## config.mk

```make
export PLATFORM = sky130hd
export DESIGN_NAME = gbn_cell
export DESIGN_NICKNAME = d
export VERILOG_FILES = /design/src/gbn_pkg.sv /design/src/gbn_cell.sv
export SDC_FILE = /design/constraint.sdc
export NUM_CORES = 1
export LEC_CHECK = 0
export BUFFER_PORTS_ARGS = -buffer_cell sky130_fd_sc_hd__buf_2
export CORE_AREA = 5 5 124 126
export DETAILED_ROUTE_END_ITERATION = 7
export DIE_AREA = 0 0 129 131
export PLACE_DENSITY = 0.73
export SETUP_SLACK_MARGIN = 0.3
export SLEW_MARGIN = 20
export SYNTH_ARGS = -nofsm -noshare
export SYNTH_HDL_FRONTEND = slang
export SYNTH_SLANG_ARGS = --single-unit
```

## constraint.sdc

```tcl
create_clock -name clk_i -period 9.9 [get_ports clk_i]
set_clock_uncertainty 0.2 [all_clocks]
set_input_delay 0.99 -clock clk_i [delete_from_list [all_inputs] [get_ports clk_i]]
set_output_delay 0.99 -clock clk_i [all_outputs]
set_load 0.01 [all_outputs]
```

## src/gbn_pkg.sv

```systemverilog
// ----------------------------------------------------------------------------
// gbn_pkg
// shared types and constants for the greedy box suppression block
// ----------------------------------------------------------------------------
`default_nettype none

package gbn_pkg;

  localparam int unsigned GBN_MAX_BOXES = 64;
  localparam logic [15:0] GBN_THR_RESET = 16'd26214;
  // pipeline depth of the overlap test unit
  localparam int unsigned GBN_IOU_LAT   = 6;
  // inclusive pixel convention, one pixel in Q12.4
  localparam logic signed [17:0] GBN_ONE_PIXEL = 18'sd16;

  typedef struct packed {
    logic [15:0]        score;
    logic signed [15:0] x1;
    logic signed [15:0] y1;
    logic signed [15:0] x2;
    logic signed [15:0] y2;
  } box_t;

  typedef struct packed {
    logic valid;  // box present and not suppressed
    logic kept;   // box already selected as a survivor
    box_t box;
  } ent_t;

  typedef struct packed {
    logic ins;  // sorted insert of a new box
    logic rot;  // rotate ring toward the head
    logic clr;  // drop all entries
  } cell_ctrl_t;

  typedef struct packed {
    logic adv;
    logic clr;
  } pipe_ctrl_t;

  typedef enum logic [1:0] {
    ST_LOAD,
    ST_SCAN,
    ST_EMIT
  } gbn_state_e;

endpackage

`default_nettype wire

```

## src/gbn_cell.sv

```systemverilog
// ----------------------------------------------------------------------------
// gbn_cell
// one slot of the sorted box chain
// ----------------------------------------------------------------------------
`default_nettype none

module gbn_cell import gbn_pkg::*; (
  input  wire        clk_i,
  input  wire        rst_ni,
  input  cell_ctrl_t ctrl_i,
  input  box_t       new_box_i,
  input  wire        prev_less_i,
  input  ent_t       prev_ent_i,
  input  ent_t       next_ent_i,
  output ent_t       ent_o,
  output logic       less_o
);

  logic valid_q, valid_d;
  logic kept_q, kept_d;
  box_t box_q, box_d;

  // stable order: a new box goes behind equal scores
  assign less_o = !valid_q || (box_q.score < new_box_i.score);

  always_comb begin
    valid_d = valid_q;
    kept_d  = kept_q;
    box_d   = box_q;
    if (ctrl_i.clr) begin
      valid_d = 1'b0;
      kept_d  = 1'b0;
    end else if (ctrl_i.rot) begin
      valid_d = next_ent_i.valid;
      kept_d  = next_ent_i.kept;
      box_d   = next_ent_i.box;
    end else if (ctrl_i.ins && less_o) begin
      if (prev_less_i) begin
        valid_d = prev_ent_i.valid;
        kept_d  = prev_ent_i.kept;
        box_d   = prev_ent_i.box;
      end else begin
        valid_d = 1'b1;
        kept_d  = 1'b0;
        box_d   = new_box_i;
      end
    end
  end

  always_ff @(posedge clk_i or negedge rst_ni) begin
    if (!rst_ni) begin
      valid_q <= 1'b0;
      kept_q  <= 1'b0;
    end else begin
      valid_q <= valid_d;
      kept_q  <= kept_d;
    end
  end

  always_ff @(posedge clk_i) begin
    box_q <= box_d;
  end

  assign ent_o = '{valid: valid_q, kept: kept_q, box: box_q};

endmodule

`default_nettype wire

```

==> Word-level counts from Yosys, hierarchy flattened <==
Index checks and enable logic that the tools add are counted.
{ "op_classes": {"add_sub_neg": 0, "n_mul": 0, "div": 0, "magnitude_cmp": 1, "n_eq_ne": 0, "shifts": 0, "mux": 11, "bitwise_logic": 1, "reduce_logical": 6} }
{ "op_table": {"columns": ["cell", "count"], "rows": [
  ["80-bit 2-to-1 mux", 3],
  ["16-bit less-than comparator", 1],
  ["1-bit 2-to-1 mux", 8],
  ["3-bit nonzero test", 1],
  ["2-bit AND reduction", 1],
  ["2-bit nonzero test", 1],
  ["1-bit logical AND", 1],
  ["1-bit logical NOT", 1],
  ["1-bit logical OR", 1],
  ["1-bit inverter", 1]
]} }
{ "word_totals": {"reg_bits": 82, "latch_bits": 0, "mem_bits_rw": 0, "romBits": 0, "input_bits": 250, "output_inout_bits": 83, "elab_cells": 26, "memories": 0} }

==> Logic depth before layout (Yosys ltp) <==
{ "logic_depth": {"word_depth": 6, "depth_mapped": 8, "ltp_nobuf": 8} }

==> Worst setup path before layout <==
Ideal clock, no wire load.
{ "synth_timing": {"path_kind": "in2reg", "from": "input port new_box_i[71] in the netlist's numbering", "to": "register box_q (netlist bit ent_o[0]) (enable)", "setup_ns": 0.546, "t_arrival_ns": 5.960, "t_required_ns": 9.154, "path_slack_ns": 3.194, "path_stages": 7, "path_buffers": 0, "cell_sequence": "inv_1 ha_1 a21oi_1 o21ai_1 a211oi_1 a41oi_2 a21oi_1"} }
{ "synth_between": {"elab_chain_cells": 5} }
{ "synth_lines": {"columns": ["item", "line_no", "text"], "rows": [
  ["start: declaration", "gbn_cell.sv:11", "input box_t new_box_i,"],
  ["16-bit less-than comparator", "gbn_cell.sv:24", "assign less_o = !valid_q || (box_q.score < new_box_i.score);"],
  ["1-bit logical OR", "gbn_cell.sv:24", null],
  ["1-bit logical AND", "gbn_cell.sv:37", "end else if (ctrl_i.ins && less_o) begin"],
  ["2-bit nonzero test (no source line)", null, null],
  ["2-bit AND reduction (no source line)", null, null],
  ["end signal: assignment", "gbn_cell.sv:61", "box_q <= box_d;"],
  ["end: declaration", "gbn_cell.sv:21", "box_t box_q, box_d;"]
]} }
Every way passes these cells.
A chain may end at the register's enable or synchronous reset.

==> Worst setup path in the final report <==
{ "layout_timing": {"from": "input port new_box_i[71] in the netlist's numbering", "to": "output port less_o"} }
{ "layout_between": {"elab_chain_cells": 2} }
{ "layout_lines": {"columns": ["item", "line_no", "text"], "rows": [
  ["16-bit less-than comparator", "gbn_cell.sv:24", null],
  ["1-bit logical OR", "gbn_cell.sv:24", null],
  ["end: declaration", "gbn_cell.sv:16", "output logic less_o"]
]} }
Every way passes these cells.

==> metrics.yaml <==
critical_path:
  cpMaxStageDelayCell: "a211oi_1"
  worstReg2RegEnd: "ent_o[45]$_DFFE_PP_"
  crit_type: "in -> out"
  r2r_cells: 7
  crit_fanout: 3
  cpLargestDelayFamily: "compound AO/OA/AOI/OAI gates"
  startpoint_type: "input port"
  cp_num_buf_inv: 3
  cp_data_required_time_ns: 8.71
  path_cells: "buf_2 -> inv_1 -> ha_1 -> a21oi_1 -> o21ai_1 -> a211oi_1 -> nand3_1 -> nand2_1 -> buf_2"
  worst_ep_arrival_time_ns: 2.48
  r2r-start: "ent_o[69]$_DFFE_PP_"
  slowest_delay_ns: 0.43
  critPathMostFrequentCell: "buf_2"
  end_kind: "primary output"
  r2r_setup_slack_ns: 6.63
clock_network:
  root_buffer: "clkbuf_16"
  cts_buffer_depth: 2
  ctsHoldBuffers: 0
  path_clk_slew_ns: 0.05
  cts_resized: 0
  clock-sinks: 82
  post_cts_buffers: 0
  cts_tree: "built"
  numCtsBuffers: 9
  ctsHtreeMaxLevel: 3
  clk_latency_ns: 0.33
power_and_ir_drop:
  p_total_w: 0.000956
  cellInternalPower_w: 0.000725
  powerDensity_nw_per_um2: 144
  p_sw_frac: 0.242
  pwr-share-seq: 0.447
  p_switching_w: 0.000231
  power_frac_comb: 0.194
  power.clock.fraction: 0.360
  ir_drop_uv: 61.5
  p_leak_nw: 3.29
logic_synthesis:
  synthTopCellsByCount: "nand2_1, edfxtp_1, mux2i_1, o21ai_0, o21ai_1"
  synth.avg_cell_area_sq_um: 10.9
  synthMostInstantiatedCell: "nand2_1"
  synth_top_area_frac: 0.528
  ys_async_sr_fraction: 0.0244
  synth_ff_type: "edfxtp_1"
  netlist_area_sq_um: 4550
  yosysSeqAreaShare: 0.539
  synth_nets: 683
  synth-edff-count: 80
  synth.area.top_cells: "edfxtp_1, mux2i_1, nand2_1"
  synth_largest_area_cell: "edfxtp_1"
  yosys_warnings: 0
  synth.distinct_cells: 27
  ys_seq_elements: 82
  syn-instance-count: 418
detailed_routing:
  routed_wl_microns: 14300
  viasPerCell: 4.59
  dr.pass1.iters: 4
  wire_per_inst_microns: 15.4
  detail-route-antenna-nets: 0
  via_count: 4245
  drtIter0Drc: 133
  drc_errors: 0
sta:
  relSlewSlack: 0.323
  rsz0062_at_grt: "no"
  period_share: 0.371
  fin_tns_setup_ns: 0
  tightest_slew_ns: 1.02
  setup_violations: 0
  hold_viol_final: 0
  max_freq_mhz: 272
  fin_crit_ns: 3.67
  slew_violations: 0
run_status:
  status: "complete, no violations"
flow_run:
  cap_violations: 0
floorplan:
  start_util: 0.321
  pin_count: 333
  die_area_sq_um: 16900
  die_x_microns: 129
  die_h_microns: 131
  row_count: 44
  coreArea_sq_um: 14200
global_route:
  grt_pass1_vias: 4173
  grt_use_met3: 0.0549
  grt_pass1_wl_microns: 20700
  grtUsageTotal: 0.160
  met2_usage: 0.285
  antenna_found_initial: 2
  overflow: 0
  grt_use_met1: 0.174
  busiest_layer: "met2"
  grt_max_degree: 98
layout:
  multiInputGateArea_sq_um: 1920
  nFillCells: 1395
  ff_latch_area_sq_um: 2450
  fin_nets: 1000
  area_growth_pct: 46.2
  final_layout_size_suffix_gt1_frac: 0.475
placed_design:
  globalplace.congestion: 0.817
  dpl.hpwl_microns: 11600
  port_buffers: 332
hold_path:
  hold_class: "in -> async"
==> layout by cell type (no fill, tap or decap) <==
cell       Yosys  routed
mux2i_1       80      80
nor3b_1        1       1
a41oi_2        1       1
bufinv_16      0       2
nor2_1         2       2
nor4_1         2       2
clkinv_2       0       1
a2111oi_2      1       1
nand2_1       84      84
clkbuf_16      0       9
o21ai_1       41      41
a21oi_1        6       5
nand4_1        2       2
nand3b_1       1       1
nand3_1        1       1
nor4b_1        1       1
o21bai_1       1       1
buf_2          8     330
dfrtp_1        2       2
edfxtp_1      80      80
o21ai_0       42      42
buf_4          3       5
inv_1         17      17
nand2b_1       1       1
ha_1          15      15
diode_2        0       1
a211oi_1       2       2
clkbuf_1      18       3
nor2b_1        2       2
a21oi_2        1       1
a21oi_4        0       1
nor3_1         3       3
==> stage by stage <==
| step | hold slack [ns] | area (sq um) | util | setup WS, ns | instances |
|---|---|---|---|---|---|
| 4_1_cts | 0.214 | 6660 | 0.469 | 6.20 | 923 |
| 5_1_grt | 0.223 | 6660 | 0.469 | 6.01 | 924 |
| 3_5_place_dp | 0.492 | 6350 | 0.447 | 5.87 | 908 |
| 2_1_floorplan | 0.421 | 4550 | - | 3.19 | 418 |
| 3_3_place_gp | 0.490 | 6350 | 0.447 | 5.96 | 908 |
| 6_report | 0.236 | 6660 | 0.469 | 6.23 | 924 |
==> power by group through the flow <==
stage / sequential (W) / clock (W) / combinational [W]
2_1_floorplan: 0.000451 / 0 / 0.0000769
3_3_place_gp: 0.000433 / 0 / 0.000185
3_5_place_dp: 0.000434 / 0 / 0.000189
4_1_cts: 0.000428 / 0.000354 / 0.000189
5_1_grt: 0.000430 / 0.000369 / 0.000208
6_report: 0.000427 / 0.000344 / 0.000185
==> worst max-delay path by stage <==
stage,startpoint,to,slack (ns),depth (start not counted)
detailed placement,new_box_i[71],ent_o[31]$_DFFE_PP_,5.87,9
CTS,new_box_i[71],less_o,6.20,9
global route,new_box_i[71],ent_o[29]$_DFFE_PP_,6.01,9
floorplan,new_box_i[71],ent_o[0]$_DFFE_PP_,3.19,7
global placement,new_box_i[71],ent_o[27]$_DFFE_PP_,5.96,9
finish,new_box_i[71],less_o,6.23,9
==> worst reg2reg max path, delay by kind of cell (launching register included) <==
family | cells | cell delay (ns)
fa+ha+maj | 1 | 0.32
buf+inv | 1 | 0.79
flops | 1 | 0.43
compound gates | 5 | 1.12
==> layout make-up <==
type / count / share of cell area
inverters: 17 / 0.00958
clock buffers: 12 / 0.0355
flip-flops and latches: 82 / 0.368
well taps: 184 / 0.0346
repair buffers: 335 / 0.254
diodes: 1 / 0.000376
clock inverters: 3 / 0.00977
multi-input cells: 290 / 0.288
==> state kept, by name (all words and copies together), names as in the netlist <==
register and cells:
ent_o 80, kept_q 1, valid_q 1
==> kinds of logic (layout without fill, tap and decap cells) <==
kind of cell	Yosys count	in the layout	share of synthesized area
AOI/OAI and AO/OA	95	95	0.112
DFF	82	82	0.539
adders and majority gates	15	15	0.0412
buffers and inverters	46	367	0.0426
and+or+nand+nor	100	100	0.0901
other	0	1	0
muxes	80	80	0.176
==> per-layer routing <==
metal	share of wire	routed length, microns
met1	0.37	5220
met2	0.51	7310
met4	0.024	343
met5	0.0014	20
met3	0.096	1380
Note: power is estimated with default switching activity, not from simulation.
